`src/design/farthest_first_k_center_macros.svh`:
```
// Assertion helpers used by the top module of the k-center selector.
// Each one is clocked on i_clk and switched off while i_rst_n is low.
`ifndef FARTHEST_FIRST_K_CENTER_MACROS_SVH
`define FARTHEST_FIRST_K_CENTER_MACROS_SVH

// The consequent must hold in the same cycle as the antecedent.
`define FFKC_ASSERT_NOW(lbl, ante, cons, msg) \
    lbl: assert property (@(posedge i_clk) disable iff (!i_rst_n) (ante) |-> (cons)) \
        else $error(msg);

// The consequent must hold in the cycle after the antecedent.
`define FFKC_ASSERT_NEXT(lbl, ante, cons, msg) \
    lbl: assert property (@(posedge i_clk) disable iff (!i_rst_n) (ante) |=> (cons)) \
        else $error(msg);

`endif

```
`src/design/ffkc_ram.sv`:
```
`timescale 1ns / 1ps
module ffkc_ram #(
    parameter int WIDTH = 8,
    parameter int DEPTH = 16
) (
    input  logic                     i_clk,
    input  logic                     i_we,
    input  logic [$clog2(DEPTH)-1:0] i_waddr,
    input  logic [WIDTH-1:0]         i_wdata,
    input  logic [$clog2(DEPTH)-1:0] i_raddr,
    output logic [WIDTH-1:0]         o_rdata
);
    logic [WIDTH-1:0] r_mem [DEPTH];
    logic [WIDTH-1:0] r_rdata;

    always_ff @(posedge i_clk) begin
        if (i_we) begin
            r_mem[i_waddr] <= i_wdata;
        end
        r_rdata <= r_mem[i_raddr];
    end

    assign o_rdata = r_rdata;
endmodule

```
`config.mk`:
```
export PLATFORM = sky130hd
export DESIGN_NAME = ffkc_ram
export DESIGN_NICKNAME = d
export VERILOG_FILES = /design/src/design/farthest_first_k_center_macros.svh /design/src/design/ffkc_ram.sv
export SDC_FILE = /design/constraint.sdc
export NUM_CORES = 1
export LEC_CHECK = 0
export BUFFER_PORTS_ARGS = -buffer_cell sky130_fd_sc_hd__buf_2
export CORE_MARGIN = 1.5
export CORE_UTILIZATION = 40
export DETAILED_ROUTE_END_ITERATION = 6
export HOLD_SLACK_MARGIN = 0.02
export SLEW_MARGIN = 20
export SYNTH_ARGS = -nofsm -noshare
export SYNTH_HDL_FRONTEND = slang
export SYNTH_SLANG_ARGS = --single-unit
export TNS_END_PERCENT = 1
```
`constraint.sdc`:
```
create_clock -name i_clk -period 2.62 [get_ports i_clk]
set_input_delay 0.655 -clock i_clk [delete_from_list [all_inputs] [get_ports i_clk]]
set_output_delay 0.655 -clock i_clk [all_outputs]
set_load 0.01 [all_outputs]
```
-- Word-level counts from Yosys, hierarchy flattened
Memories as Yosys holds them, arrays and structs flattened. A register that Yosys moved wholly into a read port is not among the register bits.
Cells that the tools add are included.
- multiplexer cells: 2
- operator list (operator ; count):
    two-way mux 1 bit ; 2
- bits in writable memories: 128
- output and inout port bits: 8
- word-level logic and storage cells: 3
- bits in registers: 0
- memories: 1
- bits of input ports: 18
- memory list (name ; words ; bits a word ; rd ports ; clocked after Yosys merged registers in ; write ports ; RTL line ; RTL):
    r_mem ; 16 ; 8 ; 1 ; 1 ; 1 ; ffkc_ram.sv:13 ; logic [WIDTH-1:0] r_mem [DEPTH];

-- Logic depth before layout (Yosys ltp)
- depth after elaboration: 2
- mapped depth: 5
- depth with buffers taken out: 3

-- Worst setup path before layout
No wires, ideal clock.
- kind: input-to-reg
- start point: input i_waddr[2]
- end point: memory r_mem[0][0], enable pin
- arrival time: 1.765 ns
- required time: 2.237 ns
- cell stages on the path: 2
- path buffers: 0
- slack: 0.472 ns
- setup time: 0.383 ns
- cells stage by stage: or3b_2 nor3_1
- RTL lines (item ; RTL line ; RTL):
    from (decl) ; ffkc_ram.sv:8 ; input logic [$clog2(DEPTH)-1:0] i_waddr,
    to (decl) ; ffkc_ram.sv:13 ;
No word-level cell before the write port.

==> out/results.tsv <==
metric	value	unit
Post-synth EDFFs	128	
Final Cycle Share	0.633	
R2R cell count	3	
crit path max-delay cell type	mux4_1	
first-pass GRT wire length	13700	um
Overflow after GRT	0	
CTS buffer count	17	
number of global-route vias before repair	2350	
min setup slack post-route	0.960	ns
GP Congestion	0.719	
Root Buffer	clkbuf_16	
YS warnings	0	
clk buf depth	2	
Area contributors post-synth	edfxtp_1 75%, mux4_2 7.9%, mux4_1 7.1%, dfxtp_1 3.1%, a22oi_1 2.3%	
DRC errors left	0	
Buf+Inv Stages, Crit Path	2	
asr flop ratio synth	0	
Power Density	802	nW/um^2
max_slew headroom	0.545	
Reg area	4000	um^2
P&R area growth vs syn	19.3	%
startpoint types	primary input	
chip height	116	um
Final Setup Violations	0	
clk_skew	0.00592	ns
post-layout min period	1.66	ns
routed vias	2357	
final net count	300	
Worst EP required	2.91	ns
Post-CTS Setup Repair Bufs	0	
IO Port Bufs	25	
Fill cells	995	
family with the most delay on the worst path	multiplexers	
#FFs+latches synth	136	
Final Non-Filler Cells	467	
Slew @ Worst Pin	0.680	ns
Initial Utilization	0.410	
CP arrival	1.95	ns
Post-CTS Hold Fix Bufs	0	
multi-input logic area	1060	um^2
Synth area leader	edfxtp_1	
grt peak-use layer	met2	
slowest stage delay, CP	0.62	ns
ant diodes	0	
Reg clk slew, reported paths	0.06	ns
clk sinks	136	
WL/cell	19.1	um
antenna violations before repair	0	
Final Max Slew Viols	0	
CTS tree	yes	
Mapped Cells	229	
WP depth	5	
most frequent cells after synthesis	128 x edfxtp_1, 18 x mux4_2, 16 x a22oi_1	
RSZ-0062 raised after global routing	false	
Pwr Total	4.92	mW
kind of critical path	primary input to flip-flop	
Netlist cell types	19	
grt met3 use	0.0431	
status	finished, final reports clean	
Die ar.	13600	um^2
Top Ports	26	
CTS resizes	0	
aggregate negative setup slack	0	ns
CP Max Fanout	32	
ratio of cells with drive above 1 in the final layout	0.319	
P_leak	2.08	nW
ys flop type	edfxtp_1	
Avg Synthesized Cell Area	22.5	um^2
die width	116	um
largest net degree at the start of global routing	33	
hold crit path type	primary input to flip-flop	
Seq/Total Area, Yosys	0.778	
MaxCap Viol Count	0	
vias per cell	5.05	
final hold violation count	0	
Syn Nets	247	
FP Rows	41	
initial drt markers	264	
dpl cells	435	
pre-CTS setup slack	0.516	ns
Max Clk Rate	602	MHz
CORE AREA	12600	um^2
met2 usage in global routing	0.236	
Pre-antenna DRT Iters	4	
antenna-violating nets left	0	
CP cell instances	buf_2 -> buf_12 -> mux4_1 -> a22oi_1 -> nand2_1	
Worst-Skew Late Latency	0.41	ns
# H-tree levels	4	
met1 usage in global routing	0.184	
mapped cell area	5150	um^2
hold depth	1	
VDD IR max	0.000441	V
most frequent cell after synthesis	edfxtp_1	
post-synth top area share	0.747	
HPWL after DPL	5970	um
CP endpoint kind	flip-flop	
overall routing resource usage	0.146	
drt total wl	8940	um
## metal layers
metal  vias up  wire [um]  share of wire
li1       1079          -              -
met1      1223       3960           0.44
met2        46       4590           0.51
met3         9        275          0.031
met4         0        106          0.012
met5         -          0              0
## cell families (layout without fill, tap and decap cells)
group / Yosys count / in the layout / synth area share
AO/OA/AOI/OAI: 16 / 16 / 0.0233
buffers and inverters: 10 / 76 / 0.0168
flip-flops: 136 / 136 / 0.778
multiplexers: 32 / 32 / 0.150
AND/OR/NAND/NOR: 35 / 35 / 0.0318
## state kept, by name, summed over array words and instances (netlist names)
name and cells:
r_mem 128, o_rdata 8
## where the power goes
group	internal (mW)	switching, mW	leakage [nW]
Clock	1.41	0.840	0.275
Sequential	2.43	0.0131	1.22
Combinational	0.0977	0.124	0.580
Total	3.95	0.978	2.08
## area by class of cell
class | count | share of cell area
flip-flops and latches | 136 | 0.652
multi-input cells | 83 | 0.172
clock buffers | 19 | 0.0721
repair buffers | 44 | 0.0477
well taps | 172 | 0.0350
clock inverters | 13 | 0.0210
## worst register-to-register path, delay by kind of cell (launching register included)
kind	cells	cell delay, ns
DFF	1	0.36
and+or+nand+nor	1	0.08
AOI/OAI and AO/OA	1	0.23
muxes	1	0.54
## through the flow
stage / hold slack (ns) / area [um^2] / utilization
6_report: 0.633 / 6140 / 0.489
5_1_grt: 0.635 / 6140 / 0.489
4_1_cts: 0.616 / 6140 / 0.489
3_5_place_dp: 0.670 / 5570 / 0.443
3_3_place_gp: 0.646 / 5570 / 0.443
2_1_floorplan: 0.629 / 5150 / -
## placed cells by master (no fill, tap or decap), drive strengths merged
cell and count:
edfxtp 128, buf 44, mux4 32, clkbuf 19, a22oi 16, nor2 13, nand2 9, dfxtp 8
clkinv 6, nor3 4, clkinvlp 4, nand3b 2, nand2b 2, bufinv 2, nor2b 1, and2 1
and2b 1, nand3 1, or3b 1, inv 1
## path summary, 6_finish.rpt
| check | to | startpoint | slack, ns |
|---|---|---|---|
| worst max-delay path | o_rdata[1]$_DFF_P_ | i_raddr[0] | 0.96 |
| worst min-delay path | r_mem[5][7]$_DFFE_PP_ | i_wdata[7] | 0.63 |
| worst max register to register | o_rdata[1]$_DFF_P_ | r_mem[5][1]$_DFFE_PP_ | 1.29 |
| worst min register to register | o_rdata[3]$_DFF_P_ | r_mem[8][3]$_DFFE_PP_ | 0.68 |
Note: power is estimated with default switching activity, not from simulation.
