$ cat config.mk
export PLATFORM = sky130hd
export DESIGN_NAME = ffkc_isqrt
export DESIGN_NICKNAME = d
export VERILOG_FILES = /design/src/design/farthest_first_k_center_macros.svh /design/src/design/ffkc_pkg.sv /design/src/design/ffkc_isqrt.sv
export SDC_FILE = /design/constraint.sdc
export NUM_CORES = 1
export LEC_CHECK = 0
export BUFFER_PORTS_ARGS = -buffer_cell sky130_fd_sc_hd__buf_2
export CELL_PAD_IN_SITES_DETAIL_PLACEMENT = 0
export CELL_PAD_IN_SITES_GLOBAL_PLACEMENT = 1
export CORE_MARGIN = 2
export CORE_UTILIZATION = 47
export CTS_BUF_LIST = sky130_fd_sc_hd__clkbuf_8
export CTS_CLUSTER_SIZE = 14
export DETAILED_ROUTE_END_ITERATION = 8
export GPL_TIMING_DRIVEN = 0
export PLACE_DENSITY = 0.86
export RECOVER_POWER = 100
export SETUP_SLACK_MARGIN = 0.4
export SLEW_MARGIN = 15
export SYNTH_ARGS = -nofsm -noshare
export SYNTH_HDL_FRONTEND = slang
export SYNTH_SLANG_ARGS = --single-unit
export TNS_END_PERCENT = 5
$ cat constraint.sdc
create_clock -name i_clk -period 7 [get_ports i_clk]
set_clock_uncertainty 0.05 [all_clocks]
set_input_delay 0.35 -clock i_clk [delete_from_list [all_inputs] [get_ports i_clk]]
set_output_delay 0.35 -clock i_clk [all_outputs]
set_load 0.01 [all_outputs]
$ cat src/design/farthest_first_k_center_macros.svh
// Assertion helpers used by the top module of the k-center selector.
// Each one is clocked on i_clk and switched off while i_rst_n is low.
`ifndef FARTHEST_FIRST_K_CENTER_MACROS_SVH
`define FARTHEST_FIRST_K_CENTER_MACROS_SVH

// The consequent must hold in the same cycle as the antecedent.
`define FFKC_ASSERT_NOW(lbl, ante, cons, msg) \
    lbl: assert property (@(posedge i_clk) disable iff (!i_rst_n) (ante) |-> (cons)) \
        else $error(msg);

// The consequent must hold in the cycle after the antecedent.
`define FFKC_ASSERT_NEXT(lbl, ante, cons, msg) \
    lbl: assert property (@(posedge i_clk) disable iff (!i_rst_n) (ante) |=> (cons)) \
        else $error(msg);

`endif

$ cat src/design/ffkc_pkg.sv
`timescale 1ns / 1ps
package ffkc_pkg;
    localparam int MAX_POINTS  = 1024;
    localparam int MAX_CENTERS = 16;
    localparam int COORD_BITS  = 12;

    localparam int ADDR_W = $clog2(MAX_POINTS);
    localparam int CNT_W  = $clog2(MAX_POINTS + 1);
    localparam int PLC_W  = $clog2(MAX_CENTERS + 1);
    localparam int DIST_W = 2 * COORD_BITS + 1;

    localparam int IDX_W     = 10;
    localparam int XY_W      = 12;
    localparam int RAD_W     = 13;
    localparam int CC_W      = 5;
    localparam int SP_W      = 10;
    localparam int CFG_W     = 10;
    localparam int CFG_IDX_W = 1;

    localparam int SQ_TOP   = 2 * ((DIST_W - 1) / 2);
    localparam int SQ_STEPS = SQ_TOP / 2 + 1;
    localparam int SQ_CNT_W = $clog2(SQ_STEPS + 1);

    localparam logic [CFG_IDX_W-1:0] CFG_NUM_CENTERS = 1'b0;
    localparam logic [CFG_IDX_W-1:0] CFG_START_POINT = 1'b1;

    typedef enum logic [2:0] {
        S_LOAD,
        S_FETCH,
        S_CAPT,
        S_PASS,
        S_DECIDE,
        S_EMIT,
        S_SQRT,
        S_LAST
    } t_state;

    typedef struct packed {
        logic [ADDR_W-1:0]     idx;
        logic [COORD_BITS-1:0] x;
        logic [COORD_BITS-1:0] y;
        logic [DIST_W-1:0]     old;
    } t_pt_tag;

    typedef struct packed {
        logic vld;
        logic busy;
    } t_dist_st;
endpackage

$ cat src/design/ffkc_isqrt.sv
`timescale 1ns / 1ps
module ffkc_isqrt import ffkc_pkg::*; (
    input  logic              i_clk,
    input  logic              i_rst_n,
    input  logic              i_start,
    input  logic [DIST_W-1:0] i_val,
    output logic              o_busy,
    output logic [DIST_W-1:0] o_root
);
    logic [SQ_CNT_W-1:0] r_cnt;
    logic [DIST_W-1:0]   r_v, r_res, r_bit;
    logic [DIST_W-1:0]   w_trial;
    logic                w_ge;

    always_comb begin
        w_trial = r_res + r_bit;
        w_ge    = r_v >= w_trial;
    end

    always_ff @(posedge i_clk) begin
        if (!i_rst_n) begin
            r_cnt <= '0;
        end else if (i_start) begin
            r_cnt <= SQ_CNT_W'(SQ_STEPS);
        end else if (r_cnt != '0) begin
            r_cnt <= r_cnt - 1'b1;
        end
    end

    always_ff @(posedge i_clk) begin
        if (i_start) begin
            r_v   <= i_val;
            r_res <= '0;
            r_bit <= DIST_W'(1) << SQ_TOP;
        end else if (r_cnt != '0) begin
            if (w_ge) begin
                r_v   <= r_v - w_trial;
                r_res <= (r_res >> 1) + r_bit;
            end else begin
                r_res <= r_res >> 1;
            end
            r_bit <= r_bit >> 2;
        end
    end

    assign o_busy = r_cnt != '0;
    assign o_root = r_res;
endmodule

# Yosys cells after proc, flatten, opt, wreduce, memory -nomap -nowiden
# Index checks and enable logic that the tools add are counted.
# totals
output_inout_bits	26
register_bits	67
# classes
n_reduce_logical	5
n_mux	6
n_bitwise	1
addsub	4
magnitude_cmp	1
# op_table
operator	count
$mux 25	4
$add 24x25->25	1
$add 25x25->25	1
$ge 25x25->1	1
$sub 25x25->25	1
$mux 4	2
$reduce_bool 2->1	2
$reduce_bool 4->1	1
$sub 4x1->4 const B	1
$reduce_and 2->1	1
$reduce_or 2->1	1
$not 1->1	1

# Depth between registers and ports, before layout
# logic_depth
depth_word	5
ltp_mapped	20
ltp_nobuf	19

# Worst setup path after synthesis
# OpenSTA, ideal clock, no wires.
# synth_path
path_type	reg2reg
start	register r_res[0], in the netlist o_root[0]
end	register r_v[0] (enable)
period_less_slack_ns	6.038
n_path_buf	2
path_slack_ns	0.962
t_arrival_ns	5.546
setup_time_ns	0.442
stages_incl_launch_ff	20
t_required_ns	6.508
path_cell_list	dfxtp_1 > ha_1 > ha_1 > a21oi_1 > o21ai_0 > a31oi_1 > o21bai_1 > a31oi_1 > nor2_1 > o21ai_0 > xor2_1 > ha_1 > and2_1 > nand4_1 > or4_1 > o211a_2 > o21a_4 > buf_6 > buf_2 > o21ai_0
# synth_between
elab_chain_cells	4
# synth_lines
element	line	source
start: declaration	ffkc_isqrt.sv:11	logic [DIST_W-1:0] r_v, r_res, r_bit;
start signal: assignment	ffkc_isqrt.sv:38	r_res <= (r_res >> 1) + r_bit;
start signal: assignment	ffkc_isqrt.sv:40	r_res <= r_res >> 1;
$add 25x25->25	ffkc_isqrt.sv:16	w_trial = r_res + r_bit;
$ge 25x25->1	ffkc_isqrt.sv:17	w_ge = r_v >= w_trial;
$reduce_bool 2->1 (no source line)	n/a	
$reduce_and 2->1 (no source line)	n/a	
end signal: assignment	ffkc_isqrt.sv:32	r_v <= i_val;
end signal: assignment	ffkc_isqrt.sv:37	r_v <= r_v - w_trial;
end: declaration	ffkc_isqrt.sv:11	
# Every way passes these cells.
# A chain may end at the register's enable or synchronous reset.

# Final worst setup path
# layout_path
start	register r_res[4], in the netlist o_root[4]
end	register r_v[16] (enable)
# The elaborated chain is that of the path after synthesis.

==> impl_metrics.toml <==
[place]
dp_cells = 859
io_buffers = 52
place_congestion = 0.9126
dp_hpwl_um = 12080

[synth]
syn_area_um2 = 5488
synth-seq-area-share_pct = 29.00
postSynthCellCount = 663
post_synth_num_cell_types = 64
synth_area_leaders = "dfxtp_1, edfxtp_1, ha_1"
synth_warnings = 0
syn_area_per_cell_um2 = 8.277
async_reset_ff_share_pct = 0
syn-num-nets = 744
synth_top_area_share_pct = 15.32
synth_ff_type = "dfxtp_1"
yosysTopAreaCell = "dfxtp_1"
ys_ff_latch = 67
synth-edff-count = 25

[worst_hold_path]
hp-start = "i_rst_n"
worst_hold_path_type = "primary input to flip-flop"

[sta]
rsz0062_at_grt = "no"
max_slew.worst_pin.slew_ns = 1.009
fmax_mhz = 165.2
layout_min_cycle_time_ns = 6.053
period_share_pct = 86.47
finalSetupViolCount = 0
drv_slew = 0
timing.slew.headroom_pct = 31.86
hold_viol = 0

[clocking]
cts_buffers = 9
cts_tree = "built"
clock_latency_ns = 0.38
cts_setup_buffers = 0
clk_pin_slew_worst_paths_ns = 0.08
clock-sinks = 67
cts_root_buf = "clkbuf_8"
hold_buffers = 0
post_cts_resized = 0
cts_max_level = 3
cts_buffer_depth = 2

[floorplan]
die_h_um = 112.1
floorplan.core_area_um2 = 11420
ios = 54
num_rows = 39
die-area_um2 = 12560
fp.dieW_um = 112.1
initial_utilization_pct = 48.06

[setup_path]
cpLargestDelayFamily = "compound AO/OA/AOI/OAI gates"
cpPeakStageDelay_ns = 0.89
crit_buf_inv = 4
startpoint_type = "flip-flop"
critPathSlowestCell = "o41ai_1"
crit_path_end_kind = "flip-flop"
critPathMaxFanout = 14
cp_cell_sequence = "ha_1 > a211oi_1 > a211oi_1 > a31oi_1 > xor2_1 > ha_1 > clkbuf_1 > and3_1 > nor2b_1 > o311a_1 > o41ai_1 > o211a_2 > o21a_1 > clkbuf_1 > buf_2 > o21ai_4 > buf_16"
cp.arrival_ns = 6.13
worst_r2r_startpoint = "o_root[4]"
criticalPathCategory = "flip-flop to flip-flop"
worstSetupStartpoint = "o_root[4]"
crit_required_ns = 7.08

[global_routing]
grt_max_degree = 15
antenna_found_initial = 0
grt_pass1_wl_um = 26010
grt-ovfl-total = 0
grt.total_usage_pct = 25.95
grt_pass1_vias = 5162

[final_layout]
area.growth.synth_to_final_pct = 10.94
layoutNonFillerInstCount = 874
layout_commonest_cell = "nand2_1"
antenna_cells = 0
final_nets = 808
final_layout_size_suffix_gt1_share_pct = 8.071
most-common-layout-cells = "nand2_1, o21ai_0, ha_1"

[route]
drc = 0
routed_wl_um = 15920
avgViaCountPerCell = 6.065
dr.pass1.iters = 5
routedWlPerCell_um = 18.22
num_vias = 5301
drtAntennaViolNets = 0
drtIter0Drc = 457

[power_and_ir_drop]
p_leak_nw = 2.337
p_total_mw = 2.817
vdd_drop_max_mv = 0.2395
p_per_area_nw_per_um2 = 462.7

[run_status]
status = "finished clean"

[run]
cap_violations = 0
## through the flow
step	hold slack (ns)	instance area [µm²]	TNS, ns	setup WS, ns	utilization (%)
floorplan	0.4023	5488	0	0.9624	-
global placement	0.4184	5927	-26.01	-1.041	51.91
detailed placement	0.4295	5966	0	1.427	52.25
CTS	0.1608	6171	0	1.415	54.04
global route	0.1806	6088	0	0.6743	53.32
finish	0.1720	6088	0	0.9472	53.32
## kinds of logic after synthesis
family	share of synthesized area [%]
buf+inv	3.693
compound gates	26.74
simple gates	17.03
xor+xnor	7.501
mux	3.808
fa+ha+maj	12.22
flops	29.00
## power breakdown
| part | leakage, nW | internal [mW] | switching (mW) |
|---|---|---|---|
| Combinational | 1.63 | 0.703 | 1.05 |
| Sequential | 0.599 | 0.579 | 0.123 |
| Clock | 0.111 | 0.197 | 0.165 |
## Yosys cell counts, types with 3 or more instances
library cell	count
mux2_2	7
and3_1	5
a21boi_0	3
a21oi_1	50
edfxtp_1	25
nand4_1	10
ha_1	52
mux2i_1	13
a221oi_1	3
o31a_1	3
o21a_1	8
o211ai_1	3
o21ai_0	56
xnor2_1	28
a211oi_1	14
or3_1	11
buf_1	3
o21ba_2	3
xor2_1	19
dfxtp_1	42
o21bai_1	8
o31ai_1	11
nand2b_1	4
a21o_1	9
a311oi_1	13
nor2_1	50
and4_1	3
nor4_1	4
nor3_1	10
clkbuf_1	20
a31oi_1	17
nand3_1	9
nor2b_1	7
nand2_1	85
inv_1	18
## worst paths after layout
path | to | slack, ns | cells past startpoint
setup / recovery | r_v[16] | 0.95 | 17
hold / removal | r_cnt[2] | 0.17 | 2
setup reg to reg | r_v[16] | 0.95 | 17
hold reg to reg | r_bit[0] | 0.44 | 2
## metal layers
| metal | global-route usage [%] | part of all wire (%) | up-vias |
|---|---|---|---|
| met5 | 0 | 0 | - |
| met2 | 43.84 | 47 | 179 |
| li1 | - | - | 2600 |
| met1 | 33.22 | 46 | 2496 |
| met3 | 5.616 | 5.3 | 26 |
| met4 | 8.455 | 2.2 | 0 |
## registers in the layout (all words and copies together), names as in the netlist
register and cells:
r_bit 13, o_root 25, r_v 25, r_cnt 4
## cell type report
class / instances / area, µm²
Fill cell: 1139 / 5330
Multi-Input combinational cell: 547 / 3671
Sequential cell: 67 / 1592
Timing Repair Buffer: 53 / 255.2
Tap cell: 143 / 178.9
Clock buffer: 9 / 123.9
Buffer: 29 / 111.4
Clock inverter: 6 / 81.33
Inverter: 20 / 75.07
Power figures use the tool's default switching activity.
