$ cat src/design/farthest_first_k_center_macros.svh
// Assertion helpers used by the top module of the k-center selector.
// Each one is clocked on i_clk and switched off while i_rst_n is low.
`ifndef FARTHEST_FIRST_K_CENTER_MACROS_SVH
`define FARTHEST_FIRST_K_CENTER_MACROS_SVH

// The consequent must hold in the same cycle as the antecedent.
`define FFKC_ASSERT_NOW(lbl, ante, cons, msg) \
    lbl: assert property (@(posedge i_clk) disable iff (!i_rst_n) (ante) |-> (cons)) \
        else $error(msg);

// The consequent must hold in the cycle after the antecedent.
`define FFKC_ASSERT_NEXT(lbl, ante, cons, msg) \
    lbl: assert property (@(posedge i_clk) disable iff (!i_rst_n) (ante) |=> (cons)) \
        else $error(msg);

`endif

$ cat src/design/ffkc_pkg.sv
`timescale 1ns / 1ps
package ffkc_pkg;
    localparam int MAX_POINTS  = 1024;
    localparam int MAX_CENTERS = 16;
    localparam int COORD_BITS  = 12;

    localparam int ADDR_W = $clog2(MAX_POINTS);
    localparam int CNT_W  = $clog2(MAX_POINTS + 1);
    localparam int PLC_W  = $clog2(MAX_CENTERS + 1);
    localparam int DIST_W = 2 * COORD_BITS + 1;

    localparam int IDX_W     = 10;
    localparam int XY_W      = 12;
    localparam int RAD_W     = 13;
    localparam int CC_W      = 5;
    localparam int SP_W      = 10;
    localparam int CFG_W     = 10;
    localparam int CFG_IDX_W = 1;

    localparam int SQ_TOP   = 2 * ((DIST_W - 1) / 2);
    localparam int SQ_STEPS = SQ_TOP / 2 + 1;
    localparam int SQ_CNT_W = $clog2(SQ_STEPS + 1);

    localparam logic [CFG_IDX_W-1:0] CFG_NUM_CENTERS = 1'b0;
    localparam logic [CFG_IDX_W-1:0] CFG_START_POINT = 1'b1;

    typedef enum logic [2:0] {
        S_LOAD,
        S_FETCH,
        S_CAPT,
        S_PASS,
        S_DECIDE,
        S_EMIT,
        S_SQRT,
        S_LAST
    } t_state;

    typedef struct packed {
        logic [ADDR_W-1:0]     idx;
        logic [COORD_BITS-1:0] x;
        logic [COORD_BITS-1:0] y;
        logic [DIST_W-1:0]     old;
    } t_pt_tag;

    typedef struct packed {
        logic vld;
        logic busy;
    } t_dist_st;
endpackage

$ cat src/design/ffkc_dist.sv
`timescale 1ns / 1ps
module ffkc_dist import ffkc_pkg::*; (
    input  logic                  i_clk,
    input  logic                  i_rst_n,
    input  logic                  i_vld,
    input  t_pt_tag               i_tag,
    input  logic [COORD_BITS-1:0] i_cx,
    input  logic [COORD_BITS-1:0] i_cy,
    output t_dist_st              o_st,
    output t_pt_tag               o_tag,
    output logic [DIST_W-1:0]     o_sq
);
    logic                    r_vld1, r_vld2, r_vld3;
    t_pt_tag                 r_tag1, r_tag2, r_tag3;
    logic [COORD_BITS-1:0]   r_dx1, r_dy1;
    logic [2*COORD_BITS-1:0] r_sx2, r_sy2;
    logic [DIST_W-1:0]       r_sq3;
    logic [COORD_BITS-1:0]   w_dx, w_dy;
    logic [2*COORD_BITS-1:0] w_sx, w_sy;

    always_comb begin
        w_dx = (i_tag.x >= i_cx) ? (i_tag.x - i_cx) : (i_cx - i_tag.x);
        w_dy = (i_tag.y >= i_cy) ? (i_tag.y - i_cy) : (i_cy - i_tag.y);
        w_sx = r_dx1 * r_dx1;
        w_sy = r_dy1 * r_dy1;
    end

    always_ff @(posedge i_clk) begin
        if (!i_rst_n) begin
            r_vld1 <= 1'b0;
            r_vld2 <= 1'b0;
            r_vld3 <= 1'b0;
        end else begin
            r_vld1 <= i_vld;
            r_vld2 <= r_vld1;
            r_vld3 <= r_vld2;
        end
    end

    always_ff @(posedge i_clk) begin
        r_tag1 <= i_tag;
        r_dx1  <= w_dx;
        r_dy1  <= w_dy;
        r_tag2 <= r_tag1;
        r_sx2  <= w_sx;
        r_sy2  <= w_sy;
        r_tag3 <= r_tag2;
        r_sq3  <= DIST_W'(r_sx2) + DIST_W'(r_sy2);
    end

    assign o_st.vld  = r_vld3;
    assign o_st.busy = r_vld1 | r_vld2 | r_vld3;
    assign o_tag     = r_tag3;
    assign o_sq      = r_sq3;
endmodule

$ cat config.mk
export PLATFORM = sky130hd
export DESIGN_NAME = ffkc_dist
export DESIGN_NICKNAME = d
export VERILOG_FILES = /design/src/design/farthest_first_k_center_macros.svh /design/src/design/ffkc_pkg.sv /design/src/design/ffkc_dist.sv
export SDC_FILE = /design/constraint.sdc
export NUM_CORES = 1
export LEC_CHECK = 0
export BUFFER_PORTS_ARGS = -buffer_cell sky130_fd_sc_hd__buf_2
export CORE_MARGIN = 3
export CORE_UTILIZATION = 60
export CTS_CLUSTER_SIZE = 30
export DETAILED_ROUTE_END_ITERATION = 10
export GPL_TIMING_DRIVEN = 0
export HOLD_SLACK_MARGIN = 0.15
export PLACE_DENSITY = 0.85
export RECOVER_POWER = 100
export SYNTH_ARGS = -nofsm -noshare
export SYNTH_HDL_FRONTEND = slang
export SYNTH_SLANG_ARGS = --single-unit
$ cat constraint.sdc
create_clock -name i_clk -period 7.5 [get_ports i_clk]
set_clock_uncertainty 0.1 [all_clocks]
set_input_delay 0.75 -clock i_clk [delete_from_list [all_inputs] [get_ports i_clk]]
set_output_delay 0.75 -clock i_clk [all_outputs]
set_load 0.05 [all_outputs]
Word-level counts from Yosys, hierarchy flattened
Cells that the tools add are included.
{"block": "totals", "reg_bits": 277, "input_bits": 86}
{"block": "op_classes", "addsub": 5, "multipliers": 2, "magnitude_cmp": 2, "n_mux": 2, "bitwise_logic": 2}
{"cell": "multiplier 12 x 12 -> 24 bit", "count": 2}
{"cell": "subtractor 12 bit", "count": 4}
{"cell": "adder 24 x 24 -> 25 bit", "count": 1}
{"cell": "greater-or-equal comparator 12 bit", "count": 2}
{"cell": "2-to-1 mux 12 bit", "count": 2}
{"cell": "bitwise OR 1 bit", "count": 2}

Logic depth before layout (Yosys ltp)
Gate-level depths: netlist (run 1).
{"block": "depth", "ltp_word": 2, "depth_mapped": 22, "mapped_depth_nobuf": 21}

Least setup slack after synthesis (run 1)
No wires, ideal clock.
{"block": "synth_timing", "kind": "register -> register", "startpoint": "register r_dx1[6]", "endpoint": "register r_sx2[22]", "arrival_ps": 5352, "required_time_ps": 7321, "slack_ps": 1969, "stages_incl_launch_ff": 18, "synth_period_minus_slack_ps": 5531, "cell_sequence": "dfxtp_1 > clkbuf_1 > nand2_1 > fa_1 > inv_1 > fa_1 > fa_1 > fa_1 > inv_1 > fa_1 > inv_1 > ha_1 > a21o_1 > o41a_1 > a211o_1 > o31ai_4 > or4b_1 > o211ai_1"}
{"block": "synth_via", "elab_chain_len": 1}
{"item": "start, declared", "line_no": "ffkc_dist.sv:15", "rtl": "logic [COORD_BITS-1:0] r_dx1, r_dy1;"}
{"item": "start signal, assigned", "line_no": "ffkc_dist.sv:42", "rtl": "r_dx1 <= w_dx;"}
{"item": "multiplier 12 x 12 -> 24 bit", "line_no": "ffkc_dist.sv:24", "rtl": "w_sx = r_dx1 * r_dx1;"}
{"item": "via w_sx[22]", "line_no": "ffkc_dist.sv:19", "rtl": "logic [2*COORD_BITS-1:0] w_sx, w_sy;"}
{"item": "end signal, assigned", "line_no": "ffkc_dist.sv:45", "rtl": "r_sx2 <= w_sx;"}
{"item": "end, declared", "line_no": "ffkc_dist.sv:16", "rtl": "logic [2*COORD_BITS-1:0] r_sx2, r_sy2;"}
The timed path passes the listed nets, and every way through them passes these cells.
A chain may end at the register's enable or synchronous reset.

Worst setup path after layout (run 1)
Same ends and word-level chain as after synthesis.

==> impl_metrics.yaml, run 1 <==
sta:
  finalCriticalPeriod_ns: 6.36
  finalMaxSlewViolations: 0
  maxSlewHeadroom_pct: 4.00
  tightest_slew_ns: 1.43
  max_clock_freq_mhz: 157
  tns_ns: 0
  rsz0062_at_grt: "false"
  hold_viol_final: 0
  setup_viol: 0
  finalCritPeriodShare_pct: 84.8
route:
  detail-route-antenna-nets: 0
  remaining_drc_errors: 0
  dr.pass1.iters: 5
  routed-via-count: 11200
  vias_per_cell: 5.21
  wl_per_cell_um: 14.2
  drt_first_iter_violations: 574
  postRouteWirelength_mm: 30.6
placed_design:
  post-dp-hpwl_mm: 23.8
  numPlacedInstances: 2101
  place.gp.congestion: 0.867
  portBuffers: 171
global_routing:
  grt_start_max_net_pins: 16
  grt_use_total_pct: 21.3
  grt_pass1_vias: 11700
  grt_antenna_before_repair: 0
  grt_pass1_wl_mm: 51.9
  grt_overflow_total: 0
synthesis:
  netlist_instances: 1595
  synth-edff-count: 0
  ys.flop_type: "dfxtp_1"
  synth_compound_area_share_pct: 8.52
  synth_nets: 2028
  synth-seq-area-share_pct: 33.8
  ys_ff_latch: 275
  yosysUniqueCellTypes: 59
  synth_fa_ha_area_share_pct: 34.1
  async_flop_share_pct: 0
  synth_xor_area_share_pct: 4.62
  muxShareOfSynthArea_pct: 1.06
  syn_avg_cell_area_um2: 10.2
  synth_top_family_by_area: "adder cells"
  synth-simple-area-share_pct: 9.50
  yosys_warnings: 0
  syn_area_mm2: 0.0163
floorplanning:
  die_area_mm2: 0.0292
  die_height_um: 171
  core_area_mm2: 0.0264
  die_w_um: 171
  start_util_pct: 61.9
  row_count: 59
  io_pins: 172
clocking:
  cts_resized: 0
  cts_tree: "built"
  cts_buffer_depth: 3
  clock_latency_ns: 0.55
  clkTransAtPathRegs_ns: 0.07
  cts_root_buf: "clkbuf_16"
  hold_buffers: 0
  cts_setup_buffers: 0
  cts_buffers: 28
  htree_levels: 1
  clock_sinks: 275
worst_setup_path:
  startpoint_type: "flip-flop"
  critPathKind: "flip-flop to flip-flop"
  crit_arrival_ns: 6.72
  crit_fanout: 10
  crit_required_ns: 7.86
  endpoint_kind: "flip-flop"
cells_and_area:
  layout_common_cells: "322 x inv_1, 275 x dfxtp_1, 185 x ha_1"
  fin_nets: 2229
  drive_above_1_share_pct: 6.66
  diodes: 0
  final_cell_count_no_fill: 2153
  regArea_mm2: 0.00551
  multi_input_area_mm2: 0.00939
  layout_commonest_cell: "inv_1"
  synthToLayoutAreaGrowth_pct: 12.9
  fillers: 1974
worst_hold_path:
  min-delay-path-class: "input port to flip-flop"
job:
  cap_violations: 0
status:
  outcome: "finished clean"
per-stage QoR:
stage	instance area (µm²)	setup slack [ns]	hold WS, ns	util [%]
3_3_place_gp	17600	1.49	0.210	66.7
5_1_grt	18400	0.811	0.183	69.8
4_1_cts	18600	1.34	0.185	70.5
2_1_floorplan	16300	1.97	0.210	-
3_5_place_dp	17600	1.38	0.212	66.7
6_report	18400	1.14	0.206	69.8
worst paths after layout:
kind	startpoint	endpoint	slack [ns]	cells past startpoint
max	r_dx1[6]	r_sx2[22]	1.14	17
min	i_tag[6]	r_tag1[6]	0.21	1
max reg2reg	r_dx1[6]	r_sx2[22]	1.14	17
min reg2reg	r_tag2[24]	o_tag[24]	0.22	0
cell usage after synthesis (2+ instances only):
cell type,n,area (µm²)
and4_1,3,26.3
nand3_1,10,50.1
nor2b_1,17,106
or3_1,5,31.3
a211oi_1,8,60.1
o31a_1,3,26.3
mux2_2,2,22.5
nor2_1,48,180
o21ai_0,38,190
nand2b_1,14,87.6
a21o_1,26,195
xor2_1,33,289
a211o_1,2,17.5
a21oi_1,64,320
a31o_2,3,26.3
xnor2_1,53,464
and2_1,88,551
a221o_1,2,20.0
nor3_1,9,45.0
dfxtp_1,275,5510
nor4_1,2,12.5
a31oi_1,11,68.8
o41a_1,2,22.5
o31ai_1,6,45.0
o211ai_1,2,15.0
o31ai_4,2,42.5
o21bai_1,7,52.6
o41ai_1,3,26.3
buf_2,2,10.0
a221oi_1,4,35.0
nand2_1,72,270
inv_1,322,1210
o21a_1,14,105
or2_2,4,25.0
nand4_1,10,62.6
a2111oi_0,3,26.3
fa_1,162,3240
and3_1,7,43.8
clkbuf_1,39,146
mux2i_1,15,150
ha_1,185,2310
sequential cells by signal, summed over array words and instances (netlist names):
| signal | count |
|---|---|
| o_tag | 59 |
| r_sy2 | 23 |
| r_vld2 | 1 |
| r_vld3 | 1 |
| r_tag1 | 59 |
| r_sx2 | 23 |
| o_sq | 25 |
| r_vld1 | 1 |
| r_tag2 | 59 |
| r_dy1 | 12 |
| r_dx1 | 12 |
per-layer routing:
layer  vias up  wire (µm)  GRT usage (%)
li1       5434          -              -
met1      5408      12800           27.0
met2       322      15100           37.9
met3        57       1980           3.37
met4         0        665           5.67
met5         -          0              0
worst max-delay path, cell delays in order, from the launching register on:
cell and delay, ns:
dfxtp_1 0.40, clkbuf_1 0.43, nand2_1 0.15, fa_1 0.62, inv_1 0.07, fa_1 0.49, fa_1 0.51, fa_1 0.49
inv_1 0.05, fa_1 0.47, inv_1 0.04, ha_1 0.34, a21o_1 0.22, o41a_1 0.46, a211o_1 0.37, o31ai_1 0.45
or4b_1 0.48, o211ai_1 0.11
cells by family (layout without fill, tap and decap cells):
group / Yosys count / in the layout
muxes: 17 / 17
and+or+nand+nor: 295 / 295
xor gates and xnor gates: 86 / 86
DFF: 275 / 275
buffers and inverters: 365 / 588
AOI/OAI and AO/OA: 210 / 210
adders and majority gates: 347 / 347
layout make-up:
class	instances	area share, %
well taps	335	2.28
plain buffers	43	0.897
multi-input cells	955	51.0
clock buffers	34	4.15
clock inverters	18	1.30
flip-flops and latches	275	29.9
repair buffers	171	3.90
inverters	322	6.57
Power of run 1 is left out: the tool's default activity adds up to more than one toggle a clock period on the data nets, which glitch-free logic cannot reach.
==> inputs of run 2 (changes only) <==
--- a/config.mk
+++ b/config.mk
@@ -5,14 +5,15 @@
 export SDC_FILE = /design/constraint.sdc
 export NUM_CORES = 1
 export LEC_CHECK = 0
+export ABC_AREA = 1
 export BUFFER_PORTS_ARGS = -buffer_cell sky130_fd_sc_hd__buf_2
 export CORE_MARGIN = 3
-export CORE_UTILIZATION = 60
+export CORE_UTILIZATION = 61
 export CTS_CLUSTER_SIZE = 30
 export DETAILED_ROUTE_END_ITERATION = 10
 export GPL_TIMING_DRIVEN = 0
 export HOLD_SLACK_MARGIN = 0.15
-export PLACE_DENSITY = 0.85
+export PLACE_DENSITY = 0.86
 export RECOVER_POWER = 100
 export SYNTH_ARGS = -nofsm -noshare
 export SYNTH_HDL_FRONTEND = slang
==> constraint.sdc (replaced) <==
create_clock -name i_clk -period 6.4 [get_ports i_clk]
set_clock_uncertainty 0.1 [all_clocks]
set_input_delay 0.64 -clock i_clk [delete_from_list [all_inputs] [get_ports i_clk]]
set_output_delay 0.64 -clock i_clk [all_outputs]
set_load 0.05 [all_outputs]
==> impl_metrics.yaml, run 2 <==
status:
  outcome: "finished clean"
synthesis:
  synth-seq-area-share_pct: 30.0
  synth_top_area_cell: "dfxtp_1"
  synth-edff-count: 0
  synth_compound_area_share_pct: 3.45
  syn_avg_cell_area_um2: 7.91
  ys_ff_latch: 275
  synth_nets: 2753
  synthMostInstantiatedCell: "nand2_1"
  synth_fa_ha_area_share_pct: 30.3
  netlist_instances: 2320
  muxShareOfSynthArea_pct: 0
  async_flop_share_pct: 0
  syn_area_mm2: 0.0183
  synth_top_area_share_pct: 30.0
  ys.flop_type: "dfxtp_1"
  synth-simple-area-share_pct: 20.5
  synth_top_family_by_area: "adder cells"
  yosysUniqueCellTypes: 33
  synth_area_leaders: "dfxtp_1 30%, fa_1 18%, nand2_1 13%, ha_1 13%, inv_1 12%"
  synthTopCellsByCount: "659 x nand2_1, 563 x inv_1, 275 x dfxtp_1"
  yosys_warnings: 0
  synth_xor_area_share_pct: 3.20
route:
  drt_first_iter_violations: 717
  remaining_drc_errors: 0
  dr.pass1.iters: 7
  routed-via-count: 14700
  postRouteWirelength_mm: 40.9
  vias_per_cell: 4.94
  wl_per_cell_um: 13.7
  detail-route-antenna-nets: 0
sta:
  tns_ns: 0
  max_clock_freq_mhz: 185
  tightest_slew_ns: 0.667
  rsz0062_at_grt: "false"
  finalCritPeriodShare_pct: 84.2
  hold_viol_final: 0
  finalMaxSlewViolations: 0
  finalCriticalPeriod_ns: 5.39
  setup_viol: 0
  maxSlewHeadroom_pct: 55.7
worst_setup_path:
  endpoint_kind: "flip-flop"
  startpoint: "r_dx1[3]"
  crit_required_ns: 6.68
  crit_fanout: 10
  critPathKind: "flip-flop to flip-flop"
  r2r-start: "r_dx1[3]"
  crit_arrival_ns: 5.67
  startpoint_type: "flip-flop"
global_routing:
  grt_overflow_total: 0
  grt_pass1_vias: 15400
  grt_start_max_net_pins: 17
  grt_use_total_pct: 25.3
  grt_antenna_before_repair: 0
  grt_pass1_wl_mm: 69.7
floorplanning:
  die_area_mm2: 0.0322
  start_util_pct: 62.9
  die_w_um: 179
  io_pins: 172
  die_height_um: 179
  core_area_mm2: 0.0292
  row_count: 62
cells_and_area:
  final_util_pct: 72.3
  fin_nets: 3010
  layout_commonest_cell: "nand2_1"
  layout_common_cells: "659 x nand2_1, 565 x inv_1, 275 x dfxtp_1"
  drive_above_1_share_pct: 5.35
  multi_input_area_mm2: 0.0105
  regArea_mm2: 0.00551
  diodes: 0
  synthToLayoutAreaGrowth_pct: 15.0
  fillers: 2299
clocking:
  cts_setup_buffers: 0
  clock_latency_ns: 0.53
  cts_tree: "built"
  cts_buffers: 27
  htree_levels: 1
  clock_sinks: 275
  cts_root_buf: "clkbuf_16"
  cts_buffer_depth: 3
  clkTransAtPathRegs_ns: 0.06
placed_design:
  post-dp-hpwl_mm: 31.8
  portBuffers: 171
  place.gp.congestion: 0.930
worst_hold_path:
  min-delay-path-class: "input port to flip-flop"
  hold_start: "i_vld"
job:
  cap_violations: 0
## run 2: changes by cell type in the layout (fill, tap and decap cells not counted), sizes merged, moves of 18 or more
cell         before  now
and2             88    2
nand2            72  665
xnor2            53   22
nor2             48  100
nor2b            18    0
dlygate4sd3       0   57
o21ai            38   13
nand3            10  105
inv             323  570
## run 2: cell type report
class                           count  share of cell area (%)
Buffer                             37                   0.813
Sequential cell                   275                    26.1
Clock inverter                     17                    1.30
Inverter                          566                    10.1
Timing Repair Buffer              228                    6.09
Multi-Input combinational cell   1442                    49.8
Clock buffer                       33                    3.50
Tap cell                          384                    2.28
## run 2: stage by stage
stage / hold slack [ns] / cells / cell area (µm²) / worst slack [ns]
2_1_floorplan: 0.210 / 2320 / 18300 / 1.82
3_3_place_gp: 0.209 / 2875 / 19700 / 1.20
3_5_place_dp: 0.212 / 2875 / 19700 / 1.09
4_1_cts: 0.163 / 2982 / 21300 / 1.03
5_1_grt: 0.196 / 2982 / 21100 / 0.724
6_report: 0.193 / 2982 / 21100 / 1.01
## run 2: critical path: stages (launching register included)
cell	delay [ns]
dfxtp_1	0.46
clkbuf_1	0.54
nand2_1	0.22
fa_1	0.52
inv_1	0.08
ha_1	0.29
a21oi_1	0.10
fa_1	0.54
inv_1	0.07
fa_1	0.53
inv_1	0.05
fa_1	0.47
inv_1	0.04
ha_1	0.36
nand2_1	0.14
nor2_1	0.15
nand3_1	0.09
nand3_1	0.17
nand2_1	0.10
nand3_1	0.09
nand2_1	0.13
## run 2: cells by family after synthesis
group                    count (synthesis)
buffers and inverters                  603
flip-flops                             275
XOR/XNOR                                67
AND/OR/NAND/NOR                        920
adder cells (fa/ha/maj)                347
AO/OA/AOI/OAI                          108
## run 2: per-layer routing
metal	global-route usage, %	up-vias	wire length, µm
li1	-	7383	-
met1	29.9	6828	16600
met2	47.8	440	20800
met3	3.60	89	2270
met4	6.99	0	1150
met5	0	-	0
## run 2: repair_timing
item,in CTS,in global routing
resized for setup,0,0
hold buffers,57,0
hold endpoints to repair,57,0
## run 2: final timing paths
check	to	slack (ns)	depth (start not counted)
setup / recovery	r_sx2[22]	1.01	20
hold / removal	r_vld1	0.19	3
setup reg to reg	r_sx2[22]	1.01	20
hold reg to reg	r_tag2[51]	0.22	0
Power of run 2 is left out for the same reason.
